`src/design/mcw_pkg.sv`:
```
// shared types and constants for the stick to mecanum wheel speed block
// no dependencies; imported by mcw_lane, mcw_mix and the top level
`default_nettype none

package mcw_pkg;

  // field widths
  localparam int CH_W       = 11;
  localparam int DZ_W       = 10;
  localparam int LIM_W      = 15;
  localparam int GAIN_W     = 16;
  localparam int SPD_W      = 16;
  localparam int CFG_IDX_W  = 3;
  localparam int CFG_DATA_W = 16;

  // datapath widths
  localparam int OFF_W      = CH_W + 1;           // signed channel offset
  localparam int PROD_W     = CH_W + LIM_W;       // |offset| * speed_limit
  localparam int DIV_BITS   = LIM_W;              // quotient bits below the clamp
  localparam int ROT_PROD_W = SPD_W + GAIN_W + 1; // vz * gain, signed
  localparam int ROT_SHIFT  = 8;                  // Q8.8 gain
  localparam int ROT_W      = ROT_PROD_W - ROT_SHIFT;
  localparam int SUM_W      = ROT_W + 2;          // three-term wheel sum

  // pipeline depth: offset stage, multiply stage, divide steps, sign stage
  localparam int LANE_STAGES = 2 + DIV_BITS + 1;
  localparam int MIX_STAGES  = 2;
  localparam int NSTAGE      = LANE_STAGES + MIX_STAGES;

  // register indexes
  localparam logic [CFG_IDX_W-1:0] REG_CHANNEL_MIN    = 3'd0;
  localparam logic [CFG_IDX_W-1:0] REG_CHANNEL_MAX    = 3'd1;
  localparam logic [CFG_IDX_W-1:0] REG_CHANNEL_CENTER = 3'd2;
  localparam logic [CFG_IDX_W-1:0] REG_DEAD_ZONE      = 3'd3;
  localparam logic [CFG_IDX_W-1:0] REG_CHANNEL_SPAN   = 3'd4;
  localparam logic [CFG_IDX_W-1:0] REG_SPEED_LIMIT    = 3'd5;
  localparam logic [CFG_IDX_W-1:0] REG_ROTATE_GAIN    = 3'd6;
  localparam logic [CFG_IDX_W-1:0] REG_LAYOUT_O       = 3'd7;

  typedef logic signed [SPD_W-1:0] speed_t;

  typedef struct packed {
    logic [CH_W-1:0]   channel_min;
    logic [CH_W-1:0]   channel_max;
    logic [CH_W-1:0]   channel_center;
    logic [DZ_W-1:0]   dead_zone;
    logic [CH_W-1:0]   channel_span;
    logic [LIM_W-1:0]  speed_limit;
    logic [GAIN_W-1:0] rotate_gain;
    logic              layout_o;
  } cfg_t;

  localparam cfg_t CFG_RESET = '{
    channel_min:    11'd200,
    channel_max:    11'd1800,
    channel_center: 11'd1000,
    dead_zone:      10'd50,
    channel_span:   11'd800,
    speed_limit:    15'd1000,
    rotate_gain:    16'd256,
    layout_o:       1'b0
  };

endpackage

`default_nettype wire

```
`src/design/mcw_lane.sv`:
```
// one channel lane: range and dead zone check, scale by speed limit,
// restoring divide by the span one quotient bit per stage, clamp and sign; uses mcw_pkg
`default_nettype none

module mcw_lane (
  input  wire logic                    clk,
  input  wire logic                    en,
  input  wire mcw_pkg::cfg_t           cfg,
  input  wire logic [mcw_pkg::CH_W-1:0] raw,
  output mcw_pkg::speed_t              vel
);
  import mcw_pkg::*;

  typedef struct packed {
    logic zero; // result forced to zero
    logic neg;  // offset below center
    logic big;  // |offset| >= span, result clamps to the limit
  } flags_t;

  logic signed [OFF_W-1:0] off;
  logic [CH_W-1:0]         abs_off;
  flags_t                  flags_nxt;

  // stage 1: offset, magnitude and special cases
  always_comb begin
    off              = $signed({1'b0, raw}) - $signed({1'b0, cfg.channel_center});
    flags_nxt.neg    = off[OFF_W-1];
    abs_off          = flags_nxt.neg ? CH_W'(-off) : CH_W'(off);
    flags_nxt.zero   = (raw < cfg.channel_min) || (raw > cfg.channel_max) ||
                       (abs_off < {1'b0, cfg.dead_zone}) || (abs_off == '0);
    flags_nxt.big    = (abs_off >= cfg.channel_span);
  end

  flags_t          s1_flags_r;
  logic [CH_W-1:0] s1_abs_r;

  always_ff @(posedge clk) begin
    if (en) begin
      s1_flags_r <= flags_nxt;
      s1_abs_r   <= abs_off;
    end
  end

  // stage 2: scale the magnitude by the speed limit
  flags_t            s2_flags_r;
  logic [PROD_W-1:0] s2_prod_r;

  always_ff @(posedge clk) begin
    if (en) begin
      s2_flags_r <= s1_flags_r;
      s2_prod_r  <= PROD_W'(s1_abs_r) * PROD_W'(cfg.speed_limit);
    end
  end

  // divide steps, most significant quotient bit first
  flags_t              dv_flags_r [DIV_BITS];
  logic [PROD_W-1:0]   dv_rem_r   [DIV_BITS];
  logic [DIV_BITS-1:0] dv_quo_r   [DIV_BITS];

  for (genvar j = 0; j < DIV_BITS; j++) begin : g_div
    localparam int BIT = DIV_BITS - 1 - j;
    logic [PROD_W-1:0]   rem_in;
    logic [DIV_BITS-1:0] quo_in;
    flags_t              flags_in;
    logic [PROD_W-1:0]   dsh;
    logic                ge;

    if (j == 0) begin : g_first
      assign rem_in   = s2_prod_r;
      assign quo_in   = '0;
      assign flags_in = s2_flags_r;
    end else begin : g_next
      assign rem_in   = dv_rem_r[j-1];
      assign quo_in   = dv_quo_r[j-1];
      assign flags_in = dv_flags_r[j-1];
    end

    assign dsh = PROD_W'(cfg.channel_span) << BIT;
    assign ge  = (rem_in >= dsh);

    always_ff @(posedge clk) begin
      if (en) begin
        dv_flags_r[j] <= flags_in;
        dv_rem_r[j]   <= ge ? (rem_in - dsh) : rem_in;
        dv_quo_r[j]   <= quo_in | (DIV_BITS'(ge) << BIT);
      end
    end
  end

  // last stage: clamp and apply the sign
  logic [LIM_W-1:0] mag;
  logic [SPD_W-1:0] mag_ext;
  speed_t           vel_nxt;
  speed_t           vel_r;
  flags_t           fin;

  always_comb begin
    fin     = dv_flags_r[DIV_BITS-1];
    mag     = fin.big ? cfg.speed_limit : dv_quo_r[DIV_BITS-1];
    mag_ext = SPD_W'(mag);
    if (fin.zero) begin
      vel_nxt = '0;
    end else if (fin.neg) begin
      vel_nxt = $signed(SPD_W'(0) - mag_ext);
    end else begin
      vel_nxt = $signed(mag_ext);
    end
  end

  always_ff @(posedge clk) begin
    if (en) begin
      vel_r <= vel_nxt;
    end
  end

  assign vel = vel_r;

endmodule

`default_nettype wire

```
`config.mk`:
```
export PLATFORM = sky130hd
export DESIGN_NAME = mcw_lane
export DESIGN_NICKNAME = d
export VERILOG_FILES = /design/src/design/mcw_pkg.sv /design/src/design/mcw_lane.sv
export SDC_FILE = /design/constraint.sdc
export NUM_CORES = 1
export LEC_CHECK = 0
export ABC_AREA = 1
export BUFFER_PORTS_ARGS = -buffer_cell sky130_fd_sc_hd__clkbuf_2
export CAP_MARGIN = 10
export CORE_ASPECT_RATIO = 2
export CORE_MARGIN = 3
export CORE_UTILIZATION = 50
export DETAILED_ROUTE_END_ITERATION = 8
export GPL_ROUTABILITY_DRIVEN = 1
export PLACE_DENSITY_LB_ADDON = 0.12
export SYNTH_ARGS = -nofsm -noshare
export SYNTH_HDL_FRONTEND = slang
export SYNTH_SLANG_ARGS = --single-unit
```
`constraint.sdc`:
```
create_clock -name clk -period 5.65 [get_ports clk]
set_clock_uncertainty 0.15 [all_clocks]
set_input_delay 1.13 -clock clk [delete_from_list [all_inputs] [get_ports clk]]
set_output_delay 1.13 -clock clk [all_outputs]
set_load 0.01 [all_outputs]
```
# Word level (Yosys, flattened, before mapping)
# Memories as Yosys holds them, arrays and structs flattened.
# Index checks and enable logic that the tools add are counted.
# op_classes
reduce_logical	5
add_sub_neg	18
n_mux	20
bitwise_logic	15
order_cmp	19
mul	1
# op_table
operator	n
$mux W26	15
$mux W15	2
$ge A26 B11 Y1	1
$ge A26 B12 Y1	1
$ge A26 B13 Y1	1
$ge A26 B14 Y1	1
$ge A26 B15 Y1	1
$ge A26 B16 Y1	1
$ge A26 B17 Y1	1
$ge A26 B18 Y1	1
$ge A26 B19 Y1	1
$ge A26 B20 Y1	1
$ge A26 B21 Y1	1
$ge A26 B22 Y1	1
$ge A26 B23 Y1	1
$ge A26 B24 Y1	1
$ge A26 B25 Y1	1
$mul A11 B15 Y26	1
$sub A26 B11 Y26	1
$sub A26 B12 Y26	1
$sub A26 B13 Y26	1
$sub A26 B14 Y26	1
$sub A26 B15 Y26	1
$sub A26 B16 Y26	1
other kinds (36)	39
# totals
elab_cells	91
mem_count	3
mem_bits_rw	660
out_inout_bits	16
in_bits	99
register_bits	59
# memory_table
name	depth	word_bits	rd	rd_clocked_by_memory_dff	wr	line	source
dv_rem_r	15	26	14	0	15	mcw_lane.sv:57	logic [PROD_W-1:0] dv_rem_r [DIV_BITS];
dv_quo_r	15	15	15	0	15	mcw_lane.sv:58	logic [DIV_BITS-1:0] dv_quo_r [DIV_BITS];
dv_flags_r	15	3	15	0	15	mcw_lane.sv:56	flags_t dv_flags_r [DIV_BITS];

# Logic depth before layout (Yosys ltp)
# logic_depth
depth_word	6
ltp_mapped	24
depth_no_buf	24

# Worst setup path after synthesis
# OpenSTA, ideal clock, no wires.
# synth_timing
path_type	input -> register
start	in cfg[17] in the netlist's numbering
end	reg s2_prod_r[22], in the netlist g_div[0].rem_in[22] (data pin)
t_arrival_ns	5.594
cell_stages	19
t_required_ns	5.241
slack_ns	-0.353
setup_time_ns	0.259
n_path_buf	1
cell_sequence	clkbuf_1 > nand2_1 > fa_1 > fa_1 > inv_1 > fa_1 > fa_1 > inv_1 > fa_1 > inv_1 > ha_1 > nand2_1 > nor2_1 > nand4_1 > o211ai_1 > a21o_1 > a21boi_0 > o211ai_1 > nand2_1
# synth_between
elab_chain_cells	1
# synth_lines
item	line	source
start: declaration	mcw_lane.sv:8	input wire mcw_pkg::cfg_t cfg,
$mul A11 B15 Y26	mcw_lane.sv:51	s2_prod_r <= PROD_W'(s1_abs_r) * PROD_W'(cfg.speed_limit);
end signal: assignment	mcw_lane.sv:51	
end: declaration	mcw_lane.sv:46	logic [PROD_W-1:0] s2_prod_r;
# No other way between the ends.
# A chain may end at the register's enable or synchronous reset.

# Worst setup path in the final report
# layout_timing
start	in cfg[21] in the netlist's numbering
end	reg s2_prod_r[24], in the netlist g_div[0].rem_in[24] (data pin)
# The elaborated chain is that of the path after synthesis.

==> summary.md <==
| Metric | Value |
|---|---|
| Max-cap violations | 0 |
| Commonest cells in the netlist | nand2_1, inv_1, edfxtp_1 |
| Net Switching | approximately 11 mW |
| Setup violations, final | 0 |
| Hold buffers post-CTS | 0 |
| Worst VDD drop | 0.000915 V |
| Worst setup SP type | input port |
| Clock Tree Buf Depth | 3 |
| TritonCTS buffer count | 54 |
| #FFs+latches synth | 588 |
| Antenna-violating nets left | 0 |
| Die area | approximately 79000 um^2 |
| Worst hold path type | flip-flop to flip-flop |
| # IOs | around 120 |
| Min-Delay Startpoint | dv_flags_r[0][12] |
| Filler cell count | 6431 |
| WL final | 95000 um |
| DR vias | 27400 |
| Core area | around 74000 um^2 |
| Max Fclk | 183 MHz |
| Max-slew violations | 0 |
| Seq pwr share | 0.284 |
| Final-stage net count | 4600 |
| Site Rows | 141 |
| RSZ-0062 raised after global routing | no |
| Area leader, netlist | edfxtp_1 |
| Fin. Hold Viols | 0 |
| Vias in the first global route | 28700 |
| # DRC | 0 |
| Top cells by area, synth | edfxtp_1, ha_1, nand2_1, fa_1, inv_1 |
| Clock share of power | 0.155 |
| PortBufs | 97 |
| WS Path Type | input port to flip-flop |
| Net Count, Synth | 4375 |
| R2R Setup Slk | 290 ps |
| CTS tree | built |
| Reg clk slew, reported paths | 70 ps |
| Synthesized cell area | between 30000 and 40000 um^2 |
| Seq/Total Area, Yosys | 0.468 |
| Count of cell types in the netlist | between 60 and 70 |
| Crit path DAT | 5690 ps |
| Register area | between 15000 and 20000 um^2 |
| Post-synthesis async set-or-reset flop share | 0 |
| Setup TNS | 0 ps |
| Initial Util | 0.508 |
| Fin crit period | 5450 ps |
| Reg2reg start | s1_abs_r[5] |
| Pre-CTS setup slack | -496 ps |
| CTS H-tree depth | 2 |
| Period utilization | 0.965 |
| Synth top area share | 0.468 |
| Lkg Pwr | ~18 nW |
| Area of the multi-input gates | between 15000 and 20000 um^2 |
| DR WL/cell | around 19 um |
| Placed instance count | 5030 |
| Post-Syn Instances | approximately 3900 |
| Clk Latency, worst-skew pair | 650 ps |
| Dpl cell area | 40300 um^2 |
| Die X | approximately 200 um |
| Gpl congestion | around 0.9 |
| First-pass GRT wire length | 148000 um |
| Vias/cell | 5.35 |
| Synth Warn # | 0 |
| Critical Path Fanout Max | 7 |
| Fraction of layout cells with a size suffix above 1 | 0.105 |
| Power density cells | 622 nW/um^2 |
| Top_reg_cell synth | edfxtp_1 |
| Most frequent cell after synthesis | nand2_1 |
| Die H | 395 um |
| Grt total ovfl | 0 |
| WP data required | 5890 ps |
| Post-DP HPWL | 74700 um |
| Logic pwr share | 0.561 |
| CTS Root Cell | clkbuf_16 |
| Worst setup EP type | flip-flop |
| Relative slew margins | 0.304 |
| DRT iter0 DRCs | 1254 |
| Initial antenna violation count | 1 |
| Net Sw Frac | 0.409 |
| Status | finished, final reports clean |
| Cell Count, Final, Fillers Out | about 5100 |
| Total GRT Usage | 0.241 |
| EDFF count, synth | 588 |
| Avg Cell Area, Syn | 9.78 um^2 |
| Worst setup slack after layout | 200 ps |
| Least-Margin Pin Slew | 1040 ps |
| Antenna cells | 0 |
| Cell-internal power | 15.6 mW |
| WHS | ~260 ps |
| Final instance area | around 42000 um^2 |
| Layout overhead on the synthesized area | 12.2% |
| DRT Pass-1 Iters | 5 |
| Clk sinks | 588 |
| Crit. Startpoint | cfg[21] |
| Largest net degree at the start of global routing | approximately 120 |
## worst paths after layout
| path | to | cells after the start |
|---|---|---|
| worst max register to register | g_div[0].rem_in[24] | 24 |
| worst min register to register | dv_flags_r[0][15] | 0 |
| worst max-delay path | g_div[0].rem_in[24] | 24 |
| worst min-delay path | dv_flags_r[0][15] | 0 |
## worst max-delay path, stage by stage
cell and delay, ps:
buf_2 160, nand2_1 80, inv_1 50, fa_1 510, inv_1 50, fa_1 520, inv_2 50, fa_1 510
fa_1 560, inv_2 60, fa_1 530, inv_1 60, ha_4 290, nand2_2 70, nor2_4 110, nand4_1 90
o211ai_1 200, buf_4 150, a21o_1 160, nand2_1 80, nand2_2 70, nand2_1 60, nand2_1 60, xor2_1 60
## layout make-up
| cell class | instances | area share |
|---|---|---|
| Clock inverter | 42 | 0.0139 |
| Multi-Input combinational cell | 2607 | 0.416 |
| Inverter | 605 | 0.0537 |
| Sequential cell | 588 | 0.417 |
| Tap cell | 1001 | 0.0296 |
| Clock buffer | 58 | 0.0327 |
| Timing Repair Buffer | 231 | 0.0379 |
## state kept, by name, summed over array words and instances, names as in the netlist
register and cells:
dv_flags_r 45, dv_quo_r 120, dv_rem_r 364, g_div.flags_in 3, g_div.rem_in 26, s1_abs_r 11, s1_flags_r 3, vel 16
## repair_timing
action,4_1_cts,5_1_grt
gates resized for setup,0,16
setup endpoints to repair,0,2
buffers inserted,0,2
## cell families after synthesis
group	share of synthesized area
DFF	0.468
buffers and inverters	0.0689
AOI/OAI and AO/OA	0.0904
muxes	0.00186
adders and majority gates	0.163
xor gates and xnor gates	0.0510
and+or+nand+nor	0.157
## cell usage in the layout (no fill, tap or decap), types with 9 or more instances in the layout
master     instances
nand2_1          721
inv_1            594
edfxtp_1         588
nor2_1           280
ha_1             278
a21oi_1          245
o21ai_0          189
xor2_1           128
fa_1             128
buf_4            125
nand3_1          115
xnor2_1           92
clkbuf_2          91
clkbuf_16         55
nor3_1            53
nor4_1            47
nand4_1           43
o21ai_1           32
or2_2             24
a21o_1            22
nand3b_1          18
nand2_2           17
a31oi_1           14
bufinv_16         12
o21bai_1          11
clkinv_1          11
o211ai_1          10
o2111ai_1         10
o21ai_2           10
o21a_1            10
inv_2              9
o31ai_1            9
## through the flow
| stage | util | total power, mW |
|---|---|---|
| finish | 0.571 | 26.4 |
| global route | 0.571 | 28.6 |
| CTS | 0.570 | 26.5 |
| floorplan | - | 16.9 |
| detailed placement | 0.543 | 22.2 |
| global placement | 0.543 | 22.2 |
## power groups by stage
stage                     Clock [mW]  Combinational (mW)  Sequential [mW]
final                           4.08                14.8             7.48
after CTS                       4.17                14.8             7.48
after detailed placement           0                14.7             7.56
after global routing            4.34                16.7             7.58
after global placement             0                14.6             7.56
after floorplan                    0                9.68             7.18
## routing by layer
layer / up-vias / global-route usage / wire, um
met3: 294 / 0.0268 / 2870
met2: 589 / 0.503 / 55800
met4: 2 / 0.147 / 6810
met5: - / 0 / 8
li1: 13500 / - / -
met1: 13100 / 0.210 / 29500
Note: power is estimated with default switching activity, not from simulation.
