==> src/design/mcw_pkg.sv <==
// shared types and constants for the stick to mecanum wheel speed block
// no dependencies; imported by mcw_lane, mcw_mix and the top level
`default_nettype none

package mcw_pkg;

  // field widths
  localparam int CH_W       = 11;
  localparam int DZ_W       = 10;
  localparam int LIM_W      = 15;
  localparam int GAIN_W     = 16;
  localparam int SPD_W      = 16;
  localparam int CFG_IDX_W  = 3;
  localparam int CFG_DATA_W = 16;

  // datapath widths
  localparam int OFF_W      = CH_W + 1;           // signed channel offset
  localparam int PROD_W     = CH_W + LIM_W;       // |offset| * speed_limit
  localparam int DIV_BITS   = LIM_W;              // quotient bits below the clamp
  localparam int ROT_PROD_W = SPD_W + GAIN_W + 1; // vz * gain, signed
  localparam int ROT_SHIFT  = 8;                  // Q8.8 gain
  localparam int ROT_W      = ROT_PROD_W - ROT_SHIFT;
  localparam int SUM_W      = ROT_W + 2;          // three-term wheel sum

  // pipeline depth: offset stage, multiply stage, divide steps, sign stage
  localparam int LANE_STAGES = 2 + DIV_BITS + 1;
  localparam int MIX_STAGES  = 2;
  localparam int NSTAGE      = LANE_STAGES + MIX_STAGES;

  // register indexes
  localparam logic [CFG_IDX_W-1:0] REG_CHANNEL_MIN    = 3'd0;
  localparam logic [CFG_IDX_W-1:0] REG_CHANNEL_MAX    = 3'd1;
  localparam logic [CFG_IDX_W-1:0] REG_CHANNEL_CENTER = 3'd2;
  localparam logic [CFG_IDX_W-1:0] REG_DEAD_ZONE      = 3'd3;
  localparam logic [CFG_IDX_W-1:0] REG_CHANNEL_SPAN   = 3'd4;
  localparam logic [CFG_IDX_W-1:0] REG_SPEED_LIMIT    = 3'd5;
  localparam logic [CFG_IDX_W-1:0] REG_ROTATE_GAIN    = 3'd6;
  localparam logic [CFG_IDX_W-1:0] REG_LAYOUT_O       = 3'd7;

  typedef logic signed [SPD_W-1:0] speed_t;

  typedef struct packed {
    logic [CH_W-1:0]   channel_min;
    logic [CH_W-1:0]   channel_max;
    logic [CH_W-1:0]   channel_center;
    logic [DZ_W-1:0]   dead_zone;
    logic [CH_W-1:0]   channel_span;
    logic [LIM_W-1:0]  speed_limit;
    logic [GAIN_W-1:0] rotate_gain;
    logic              layout_o;
  } cfg_t;

  localparam cfg_t CFG_RESET = '{
    channel_min:    11'd200,
    channel_max:    11'd1800,
    channel_center: 11'd1000,
    dead_zone:      10'd50,
    channel_span:   11'd800,
    speed_limit:    15'd1000,
    rotate_gain:    16'd256,
    layout_o:       1'b0
  };

endpackage

`default_nettype wire

==> src/design/mcw_mix.sv <==
// merge stage: rotation gain multiply, mecanum mix for X or O layout,
// right wheel negation and 16-bit saturation; uses mcw_pkg
`default_nettype none

module mcw_mix (
  input  wire logic          clk,
  input  wire logic          en,
  input  wire mcw_pkg::cfg_t cfg,
  input  wire mcw_pkg::speed_t vx,
  input  wire mcw_pkg::speed_t vy,
  input  wire mcw_pkg::speed_t vz,
  output mcw_pkg::speed_t    body_vx,
  output mcw_pkg::speed_t    body_vy,
  output mcw_pkg::speed_t    body_vz,
  output mcw_pkg::speed_t    wheel_lf,
  output mcw_pkg::speed_t    wheel_rf,
  output mcw_pkg::speed_t    wheel_lb,
  output mcw_pkg::speed_t    wheel_rb
);
  import mcw_pkg::*;

  function automatic speed_t sat16(input logic signed [SUM_W-1:0] v);
    speed_t res;
    if (v > SUM_W'(32767)) begin
      res = 16'sh7fff;
    end else if (v < -SUM_W'(32768)) begin
      res = 16'sh8000;
    end else begin
      res = speed_t'(v);
    end
    return res;
  endfunction

  // stage 1: rotation product
  speed_t                       vx1_r, vy1_r, vz1_r;
  logic signed [ROT_PROD_W-1:0] rot_prod_r;

  always_ff @(posedge clk) begin
    if (en) begin
      vx1_r      <= vx;
      vy1_r      <= vy;
      vz1_r      <= vz;
      rot_prod_r <= vz * $signed({1'b0, cfg.rotate_gain});
    end
  end

  // stage 2: floor shift, wheel sums and saturation
  logic signed [ROT_W-1:0] rot;
  logic signed [SUM_W-1:0] sx, sy, sr;
  logic signed [SUM_W-1:0] lf, rf, lb, rb;

  always_comb begin
    rot = rot_prod_r[ROT_PROD_W-1:ROT_SHIFT];
    sx  = SUM_W'(vx1_r);
    sy  = SUM_W'(vy1_r);
    sr  = SUM_W'(rot);
    if (cfg.layout_o) begin
      lf = sx + sy + sr;
      lb = sx - sy - sr;
      rf = -(sx - sy + sr);
      rb = -(sx + sy - sr);
    end else begin
      lf = sx - sy - sr;
      lb = sx + sy - sr;
      rf = -(sx + sy + sr);
      rb = -(sx - sy + sr);
    end
  end

  speed_t body_vx_r, body_vy_r, body_vz_r;
  speed_t wheel_lf_r, wheel_rf_r, wheel_lb_r, wheel_rb_r;

  always_ff @(posedge clk) begin
    if (en) begin
      body_vx_r  <= vx1_r;
      body_vy_r  <= vy1_r;
      body_vz_r  <= vz1_r;
      wheel_lf_r <= sat16(lf);
      wheel_rf_r <= sat16(rf);
      wheel_lb_r <= sat16(lb);
      wheel_rb_r <= sat16(rb);
    end
  end

  assign body_vx  = body_vx_r;
  assign body_vy  = body_vy_r;
  assign body_vz  = body_vz_r;
  assign wheel_lf = wheel_lf_r;
  assign wheel_rf = wheel_rf_r;
  assign wheel_lb = wheel_lb_r;
  assign wheel_rb = wheel_rb_r;

endmodule

`default_nettype wire

==> config.mk <==
export PLATFORM = sky130hd
export DESIGN_NAME = mcw_mix
export DESIGN_NICKNAME = d
export VERILOG_FILES = /design/src/design/mcw_pkg.sv /design/src/design/mcw_mix.sv
export SDC_FILE = /design/constraint.sdc
export NUM_CORES = 1
export LEC_CHECK = 0
export BUFFER_PORTS_ARGS = -buffer_cell sky130_fd_sc_hd__buf_2
export CAP_MARGIN = 40
export CORE_MARGIN = 1
export CORE_UTILIZATION = 46
export DETAILED_ROUTE_END_ITERATION = 10
export PLACE_DENSITY_LB_ADDON = 0.05
export SLEW_MARGIN = 20
export SYNTH_ARGS = -nofsm -noshare
export SYNTH_HDL_FRONTEND = slang
export SYNTH_SLANG_ARGS = --single-unit
==> constraint.sdc <==
create_clock -name clk -period 12.4 [get_ports clk]
set_clock_uncertainty 0.05 [all_clocks]
set_input_delay 0.62 -clock clk [delete_from_list [all_inputs] [get_ports clk]]
set_output_delay 0.62 -clock clk [all_outputs]
set_load 0.02 [all_outputs]
# Word level (Yosys, flattened, before mapping)
# Index checks and enable logic that the tools add are counted.
# totals
ff_bits	193
in_bits	136
out_inout_bits	112
word_cells	37
# classes
addsub	9
mul	1
n_lt_le_gt_ge	8
mux	8
# op_table
cell	count
$gt 27x16->1 const B	4
$lt 27x16->1 const B	4
$mux 27	4
$mux 16	4
$neg 26->27	2
$add 17x25->26	2
$sub 17x25->26	2
$mul 16x17->33	1
$neg 27->27	1
$add 16x16->17	1
$sub 16x16->17	1

# Longest topological paths before layout
# Gate-level depths: netlist (run 1).
# logic_depth
depth_word	6
depth_mapped	32
ltp_nobuf	31

# Worst setup path after synthesis (run 1)
# Ideal clock, no wire load.
# synth_timing
path_type	flip-flop to flip-flop
startpoint	register vy1_r[1]
endpoint	register wheel_rf_r[10], in the netlist wheel_rf[10], data pin
setup_ns	0.267
arrival_ns	6.530
required_time_ns	12.083
setup_slack_ns	5.553
stages_incl_launch_ff	31
path_buffers	3
synth_period_minus_slack_ns	6.847
path_cell_list	edfxtp_1 -> inv_1 -> ha_1 -> nand2b_1 -> a21oi_1 -> o21ai_0 -> a21oi_1 -> o21ai_0 -> a21oi_1 -> o21bai_1 -> a21oi_1 -> nor4_1 -> o41ai_1 -> or4_1 -> nand3_1 -> ha_1 -> clkbuf_1 -> inv_1 -> a21oi_1 -> o21ai_0 -> a211o_1 -> and3_4 -> or4b_4 -> buf_6 -> or3_1 -> or3_1 -> a2111oi_2 -> o2111ai_1 -> o31ai_4 -> buf_6 -> o21ai_1
# synth_via
elab_chain_len	6
word_cells_on_any_way	10
cone_classes	add/sub (6); order compare (2); mux (2)
# synth_lines
element	line	rtl
start: declaration	mcw_mix.sv:35	speed_t vx1_r, vy1_r, vz1_r;
start signal: assignment	mcw_mix.sv:41	vy1_r <= vy;
$add 16x16->17 or $sub 16x16->17 (tied branches)	mcw_mix.sv:65, mcw_mix.sv:60	
$add 17x25->26, on equally long branches	mcw_mix.sv:65, mcw_mix.sv:60	
$neg 26->27, on equally long branches	mcw_mix.sv:65, mcw_mix.sv:60	
$mux 27 *	mcw_mix.sv:57	if (cfg.layout_o) begin
$lt 27x16->1	mcw_mix.sv:26	end else if (v < -SUM_W'(32768)) begin
$mux 16	mcw_mix.sv:26	
end signal: assignment	mcw_mix.sv:79	wheel_rf_r <= sat16(rf);
end: declaration	mcw_mix.sv:71	speed_t wheel_lf_r, wheel_rf_r, wheel_lb_r, wheel_rb_r;
# Every way passes the cells marked *; elsewhere a longest branch is shown, timed or not.
# A chain may end at the register's enable or synchronous reset.

# Worst setup path in the final report (run 1)
# layout_timing
startpoint	register vx1_r[0]
endpoint	register wheel_rf_r[5], in the netlist wheel_rf[5], data pin
# layout_via
elab_chain_len	6
word_cells_on_any_way	10
cone_classes	add/sub (6); order compare (2); mux (2)
# layout_lines
element	line	rtl
start: declaration	mcw_mix.sv:35	
start signal: assignment	mcw_mix.sv:40	vx1_r <= vx;
$add 16x16->17 or $sub 16x16->17 (tied branches)	mcw_mix.sv:65, mcw_mix.sv:60	
$add 17x25->26, on equally long branches	mcw_mix.sv:65, mcw_mix.sv:60	
$neg 26->27, on equally long branches	mcw_mix.sv:65, mcw_mix.sv:60	
$mux 27 *	mcw_mix.sv:57	
$lt 27x16->1	mcw_mix.sv:26	
$mux 16	mcw_mix.sv:26	
# Marks and branches as above.

==> impl_metrics.json, run 1 <==
{
  "synth_ff_type": "edfxtp_1",
  "critPathLaunchType": "register",
  "drtIter0Drc": 1100,
  "n_antenna_cell": 0,
  "grt_pass1_vias": 19000,
  "yosysSeqAreaShare_pct": 22.8,
  "clkSlewWorstSetupHoldPaths_ns": 0.09,
  "path_class": "reg2reg",
  "top_register": "rot_prod_r",
  "core_sq_mm": 0.0524,
  "synth_area_per_cell_sq_um": 9.07,
  "grt_max_degree": 115,
  "cts_hold_buf": 0,
  "ctsResizeCount": 0,
  "synthArstFlopShare_pct": 0,
  "firstDrtPassIters": 5,
  "row_count": 84,
  "finalCritPeriodShare_pct": 70.1,
  "tightestPinTransition_ns": 1.12,
  "numCtsBuffers": 17,
  "start_util_pct": 46.5,
  "grt_remaining_overflow": 0,
  "area_delta_synth_final_pct": 8.95,
  "max_freq_mhz": 115,
  "clock-sinks": 185,
  "hpwl_mm": 58.6,
  "numPortBuffers": 178,
  "wl_per_cell_um": 20.3,
  "setup_viol": 0,
  "drive_gt1_share_pct": 9.75,
  "die_area_sq_mm": 0.0540,
  "clk_latency_ns": 0.49,
  "tns_ns": 0,
  "largest_reg_flops": 25,
  "syn-num-nets": 3303,
  "status": "finished, final reports clean",
  "rsz0062_at_grt": "no",
  "post-cts-setup-buffers": 0,
  "ios": 248,
  "min_period_ns": 8.69,
  "die_height_um": 232,
  "cp_data_arrival_time_ns": 8.83,
  "cts_max_level": 4,
  "synth-edff-count": 185,
  "synth_top_area_cell": "edfxtp_1",
  "die_w_um": 232,
  "wirelength_mm": 71.1,
  "ant_nets": 0,
  "netlist.area_leader.share_pct": 22.8,
  "track_usage_pct": 26.6,
  "report.final.hold_viol_count": 0,
  "clk_path_buf_depth": 2,
  "fillers": 4975,
  "avgViaCountPerCell": 5.58,
  "vias": 19600,
  "antenna_found_initial": 0,
  "cts_tree": "yes",
  "grt_pass1_wl_mm": 109,
  "drc_errors": 0,
  "multi_input_area_sq_mm": 0.0170,
  "cts_root_buf": "clkbuf_16",
  "slew_violations": 0,
  "required_ns": 12.54,
  "synth_cell_types": 91,
  "gp_congestion": 0.940,
  "drv_cap": 0,
  "synth-seq-cells": 185,
  "seq_area_sq_mm": 0.00556,
  "crit_fanout": 15,
  "synth_cells": 2690,
  "nets": 3420,
  "synth_area_sq_mm": 0.0244,
  "synth_area_leaders": "edfxtp_1, fa_1, ha_1",
  "hold_class": "in2reg",
  "slew_headroom_pct": 25.1,
  "ys_warn_count": 0,
  "end_kind": "register"
}
-- metal layers --
layer  share of wire (%)  vias to the layer above  GRT usage [%]  routed length, um
li1                    -                     9541              -                  -
met1                  45                     9535           35.0              32000
met2                  48                      449           45.0              34400
met3                 4.3                       63           3.60               3030
met4                 2.4                        0           8.02               1670
met5                   0                        -              0                  0
-- critical path: stages, from the launching register on --
cell and delay (ns):
edfxtp_1 0.44, ha_1 0.24, inv_1 0.07, fa_1 0.20, o21bai_1 0.07, a21oi_1 0.25
o21bai_1 0.10, a21o_1 0.22, a21oi_1 0.16, o21ai_0 0.14, a21oi_1 0.17, nor2_1 0.07
o41ai_1 0.49, xnor2_1 0.27, ha_1 0.67, inv_1 0.24, a21oi_2 0.32, nand2_1 0.23
a311o_1 0.40, nor3_1 0.63, or4b_4 0.65, nor3_1 0.48, xnor2_1 0.15, a2111oi_0 0.51
o2111ai_1 0.30, o31ai_4 0.68, o21ai_1 0.18
-- per-stage QoR --
| step | cell area, sq um | instances | utilization (%) | worst slack (ns) | hold slack [ns] |
|---|---|---|---|---|---|
| after floorplan | 24400 | 2690 | - | 5.55 | 0.350 |
| after global placement | 25800 | 3466 | 49.2 | 3.74 | 0.351 |
| after detailed placement | 25900 | 3473 | 49.4 | 3.83 | 0.355 |
| after CTS | 26500 | 3505 | 50.6 | 3.76 | 0.205 |
| after global routing | 26600 | 3508 | 50.7 | 3.06 | 0.211 |
| final | 26600 | 3508 | 50.7 | 3.71 | 0.251 |
-- Yosys cell counts, types with 18 or more instances --
cell / n
mux2i_1: 27
xor2_1: 39
a21oi_1: 152
or3_1: 22
xnor2_1: 111
edfxtp_1: 185
fa_1: 199
nand2b_1: 42
clkbuf_1: 74
a31oi_1: 22
o21ai_0: 126
o31ai_1: 24
nor2_1: 148
nand2_1: 217
ha_1: 278
a21o_1: 44
nand3_1: 34
and3_1: 22
nor3_1: 47
and2_1: 108
inv_1: 379
nor4_1: 28
o21bai_1: 18
nor2b_1: 27
-- cell families after synthesis --
family / count (synthesis) / share of synthesized area, %
buffers and inverters: 479 / 7.59
AOI/OAI and AO/OA: 576 / 15.5
and+or+nand+nor: 788 / 16.7
DFF: 185 / 22.8
muxes: 35 / 1.48
xor gates and xnor gates: 150 / 5.38
adders and majority gates: 477 / 30.6
-- cell type report --
| cell class | count | area share [%] |
|---|---|---|
| tap | 688 | 3.24 |
| clock inverter | 15 | 0.828 |
| inverter | 379 | 5.35 |
| multi-input combinational | 2026 | 63.9 |
| clock buffer | 17 | 1.60 |
| sequential | 185 | 20.9 |
| timing repair buffer | 198 | 4.15 |
-- cell usage in the layout (no fill, tap or decap), types with 44 or more instances in the layout --
| cell type | count |
|---|---|
| inv_1 | 378 |
| nor3_1 | 47 |
| fa_1 | 199 |
| edfxtp_1 | 185 |
| a21o_1 | 44 |
| nand2_1 | 217 |
| a21oi_1 | 152 |
| nor2_1 | 148 |
| ha_1 | 278 |
| xnor2_1 | 111 |
| buf_2 | 179 |
| o21ai_0 | 126 |
| and2_1 | 108 |
-- path summary, 6_finish.rpt --
| path | from | end | slack [ns] | depth (start not counted) |
|---|---|---|---|---|
| worst max-delay path | vx1_r[0] | wheel_rf[5] | 3.71 | 26 |
| worst min-delay path | vx[9] | vx1_r[9] | 0.25 | 1 |
| worst max register to register | vx1_r[0] | wheel_rf[5] | 3.71 | 26 |
| worst min register to register | vz1_r[8] | body_vz[8] | 0.38 | 0 |
Power of run 1 is not shown: default switching activity piles up to over one toggle a cycle in this logic, so the estimate is an artifact.
==> run 2: changes to the inputs <==
clock period = 7.5 ns   (was 12.4 ns; I/O delays follow)
==> impl_metrics.json, run 2 (same netlist as run 1, synthesis figures left out) <==
{
  "drc_errors": 0,
  "die_height_um": 232,
  "ant_nets": 0,
  "avgViaCountPerCell": 5.57,
  "grt_pass1_vias": 19800,
  "end_kind": "register",
  "nets": 3543,
  "tightestPinTransition_ns": 0.865,
  "drive_gt1_share_pct": 14.4,
  "wirelength_mm": 73.7,
  "grt_remaining_overflow": 0,
  "cts_root_buf": "clkbuf_16",
  "timing.reg2reg.setup_slack_ns": 0.22,
  "numCtsBuffers": 17,
  "clock-sinks": 185,
  "antenna_found_initial": 0,
  "layout_common_cells": "inv_1, ha_1, nand2_1",
  "firstDrtPassIters": 5,
  "die_area_sq_mm": 0.0540,
  "track_usage_pct": 27.3,
  "cts_tree": "yes",
  "critPathLaunchType": "register",
  "max_freq_mhz": 137,
  "clk_latency_ns": 0.50,
  "hold_class": "in2reg",
  "area_delta_synth_final_pct": 14.5,
  "grt_max_degree": 114,
  "wl_per_cell_um": 20.3,
  "path_class": "reg2reg",
  "clk_path_buf_depth": 2,
  "largest_reg_flops": 25,
  "n_antenna_cell": 0,
  "gp_congestion": 0.908,
  "cts_max_level": 4,
  "drtIter0Drc": 1103,
  "min_period_ns": 7.28,
  "setup_viol": 0,
  "finalCritPeriodShare_pct": 97.1,
  "final_common_cell": "inv_1",
  "vias": 20200,
  "required_ns": 7.68,
  "fin_hold_ws_ns": 0.103,
  "cp_data_arrival_time_ns": 7.46,
  "hpwl_mm": 60.9,
  "clkSlewWorstSetupHoldPaths_ns": 0.08,
  "numPortBuffers": 178,
  "ios": 248,
  "top_register": "rot_prod_r",
  "fillers": 4922,
  "drv_cap": 0,
  "die_w_um": 232,
  "cpMostUsedCell": "buf_4",
  "crit_fanout": 11,
  "grt_pass1_wl_mm": 112,
  "slew_headroom_pct": 41.4,
  "status": "finished, final reports clean",
  "core_sq_mm": 0.0524,
  "slew_violations": 0,
  "critPathSlowestCell": "or4_1",
  "max_stage_delay_ns": 0.57,
  "start_util_pct": 46.5,
  "row_count": 84,
  "report.final.hold_viol_count": 0
}
run 2: cell count changes in the layout (fill, tap and decap cells not counted), moves of 6 or more:
cell and change:
xnor2_1 -8, ha_2 +7, o21ai_0 -8, a21oi_1 -10, xnor2_2 +8, dlygate4sd3_1 +32, buf_4 +94, a21oi_2 +9
ha_1 -9, o21ai_1 +6
run 2: per-layer routing:
layer	vias to the layer above	part of all wire [%]	GRT usage (%)
met5	-	0	0
met4	0	3.0	8.76
met3	85	3.5	3.13
met2	465	49	46.4
met1	9912	45	36.1
li1	9764	-	-
run 2: metrics by stage:
| stage | std cells | setup WS [ns] | utilization [%] | area [sq um] | setup TNS, ns |
|---|---|---|---|---|---|
| floorplan | 2690 | 0.653 | - | 24400 | 0 |
| detailed placement | 3554 | -0.0170 | 50.5 | 26500 | -0.0170 |
| global placement | 3554 | 0.0136 | 50.5 | 26500 | 0 |
| global route | 3631 | -0.0830 | 53.3 | 27900 | -0.863 |
| CTS | 3618 | 0.0273 | 52.4 | 27500 | 0 |
| finish | 3631 | 0.215 | 53.3 | 27900 | 0 |
run 2: final cells by class:
type                       count  area [sq um]  area share [%]
clock buffer                  17           425            1.52
clock inverter                15           215           0.770
inverter                     379          1420            5.09
multi-input combinational   2026         17300            62.1
sequential                   185          5560            19.9
tap                          688           861            3.08
timing repair buffer         321          2120            7.57
run 2: path summary, 6_finish.rpt:
| kind | cells after the start | end | from |
|---|---|---|---|
| max | 33 | wheel_rb[5] | vx1_r[0] |
| min reg2reg | 0 | body_vz[6] | vz1_r[6] |
| min | 1 | vz1_r[15] | vz[15] |
| max reg2reg | 33 | wheel_rb[5] | vx1_r[0] |
run 2: critical path: cells and delay by family, from the launching register on:
family	cells	cell delay [ns]
AOI/OAI and AO/OA	16	2.80
and+or+nand+nor	5	1.23
buffers and inverters	7	1.18
adders and majority gates	3	0.99
DFF	1	0.40
xor gates and xnor gates	2	0.32
run 2: what timing repair did:
item	CTS	global route
endpoints found under the setup margin	24	60
endpoints found under the hold margin	32	0
gates resized for setup	3	77
hold buffers	32	0
gates cloned	0	1
setup buffers	0	10
pin swaps	0	13
Power of run 2 is left out for the same reason.
==> run 3: changes to the inputs <==
CORE_MARGIN = 4   (was 1)
==> impl_metrics.json, run 3 (same netlist as run 1, synthesis figures left out) <==
{
  "status": "finished, final reports clean",
  "row_count": 84,
  "n_antenna_cell": 0,
  "die_area_sq_mm": 0.0568,
  "drtIter0Drc": 1207,
  "worstRegToRegCells": 31,
  "area_delta_synth_final_pct": 15.7,
  "wirelength_mm": 76.0,
  "avgViaCountPerCell": 5.60,
  "rsz0062_at_grt": "yes",
  "required_ns": 7.67,
  "grt_remaining_overflow": 0,
  "cts_root_buf": "clkbuf_16",
  "holdPathStages": 1,
  "hpwl_mm": 63.1,
  "drc_errors": 0,
  "tns_ns": 0,
  "report.final.hold_viol_count": 0,
  "cts_tree": "yes",
  "critPathLaunchType": "register",
  "layoutNonFillerInstCount": 3666,
  "core_sq_mm": 0.0526,
  "drive_gt1_share_pct": 15.7,
  "fillers": 4970,
  "crit_fanout": 7,
  "hold_class": "in2reg",
  "ios": 248,
  "tightestPinTransition_ns": 0.861,
  "min_period_ns": 7.16,
  "clkSlewWorstSetupHoldPaths_ns": 0.08,
  "track_usage_pct": 26.3,
  "path_class": "reg2reg",
  "min_to": "vz1_r[11]",
  "antenna_found_initial": 0,
  "r2r-start": "vx1_r[0]",
  "grt_max_degree": 111,
  "setup_viol": 0,
  "finalCritPeriodShare_pct": 95.4,
  "clk_path_buf_depth": 2,
  "layout_common_cells": "inv_1, ha_1, nand2_1",
  "cts_max_level": 4,
  "wl_per_cell_um": 20.7,
  "rr_endpoint": "wheel_rb[8]",
  "drv_cap": 0,
  "ant_nets": 0,
  "place_inst": 3582,
  "clock-sinks": 185,
  "clk_latency_ns": 0.48,
  "end_kind": "register",
  "final_common_cell": "inv_1",
  "critPathSlowestCell": "edfxtp_1",
  "timing.reg2reg.setup_slack_ns": 0.34,
  "die_height_um": 238,
  "firstDrtPassIters": 6,
  "start_util_pct": 46.4,
  "vias": 20500,
  "die_w_um": 238,
  "nets": 3578,
  "gp_congestion": 0.943,
  "numPortBuffers": 178,
  "slew_headroom_pct": 42.0,
  "grt_pass1_wl_mm": 115,
  "numCtsBuffers": 17,
  "cp_data_arrival_time_ns": 7.33,
  "max_stage_delay_ns": 0.54,
  "largest_reg_flops": 25,
  "max_freq_mhz": 140,
  "cpMostUsedCell": "o21ai_1",
  "top_register": "rot_prod_r",
  "hold_path_startpoint": "en",
  "slew_violations": 0,
  "grt_pass1_vias": 20300
}
## run 3: changes by cell type in the layout (fill, tap and decap cells not counted), moves of 3 or more
cell,previous run,this run
buf_4,106,141
nor3_2,3,6
inv_12,4,1
ha_1,269,265
a21oi_1,142,145
ha_4,2,7
inv_8,1,4
inv_6,1,4
nor3_1,45,42
clkinv_8,7,4
o21ai_1,23,26
## run 3: layout make-up
type | instances | area, sq um | area share [%]
timing repair buffer | 356 | 2390 | 8.45
inverter | 379 | 1420 | 5.04
multi-input combinational | 2026 | 17400 | 61.7
clock buffer | 18 | 429 | 1.52
clock inverter | 14 | 170 | 0.602
sequential | 185 | 5560 | 19.7
tap | 688 | 861 | 3.05
## run 3: critical path, delay by kind of cell, from the launching register on
family,cells,cell delay [ns]
AO/OA/AOI/OAI,19,3.97
adder cells (fa/ha/maj),3,0.98
buffers and inverters,5,0.74
flip-flops,1,0.54
multiplexers,1,0.19
AND/OR/NAND/NOR,3,0.42
## run 3: metal layers
| metal | wire length [um] | GRT usage [%] |
|---|---|---|
| met2 | 37200 | 45.4 |
| met3 | 2980 | 2.94 |
| met5 | 0 | 0 |
| met4 | 3180 | 9.31 |
| met1 | 32600 | 34.3 |
## run 3: timing repair
action                     4_1_cts  5_1_grt
gates cloned                     0        2
setup endpoints to repair       21       61
pin swaps                        0       30
buffers inserted                 0       17
resized for setup                2       97
hold buffers                    32        0
hold endpoints to repair        32        0
## run 3: metrics by stage
stage | utilization (%) | cell area, sq um | hold slack [ns] | setup slack [ns]
detailed placement | 50.8 | 26700 | 0.355 | -0.00454
global route | 53.8 | 28200 | 0.170 | -0.0749
CTS | 52.6 | 27600 | 0.223 | 0.0160
floorplan | - | 24400 | 0.350 | 0.653
global placement | 50.8 | 26700 | 0.351 | -0.0397
finish | 53.8 | 28200 | 0.195 | 0.343
## run 3: how the worst max path moves through the flow
| stage | slack (ns) | endpoint | start |
|---|---|---|---|
| floorplan | 0.65 | wheel_rf[10] | vy1_r[1] |
| detailed placement | -0.005 | wheel_rf[4] | vy1_r[1] |
| global placement | -0.04 | wheel_lf[4] | vx1_r[0] |
| global route | -0.07 | wheel_rb[8] | vx1_r[0] |
| CTS | 0.02 | wheel_rf[4] | vx1_r[0] |
| finish | 0.34 | wheel_rb[8] | vx1_r[0] |
Power of run 3 is left out for the same reason.
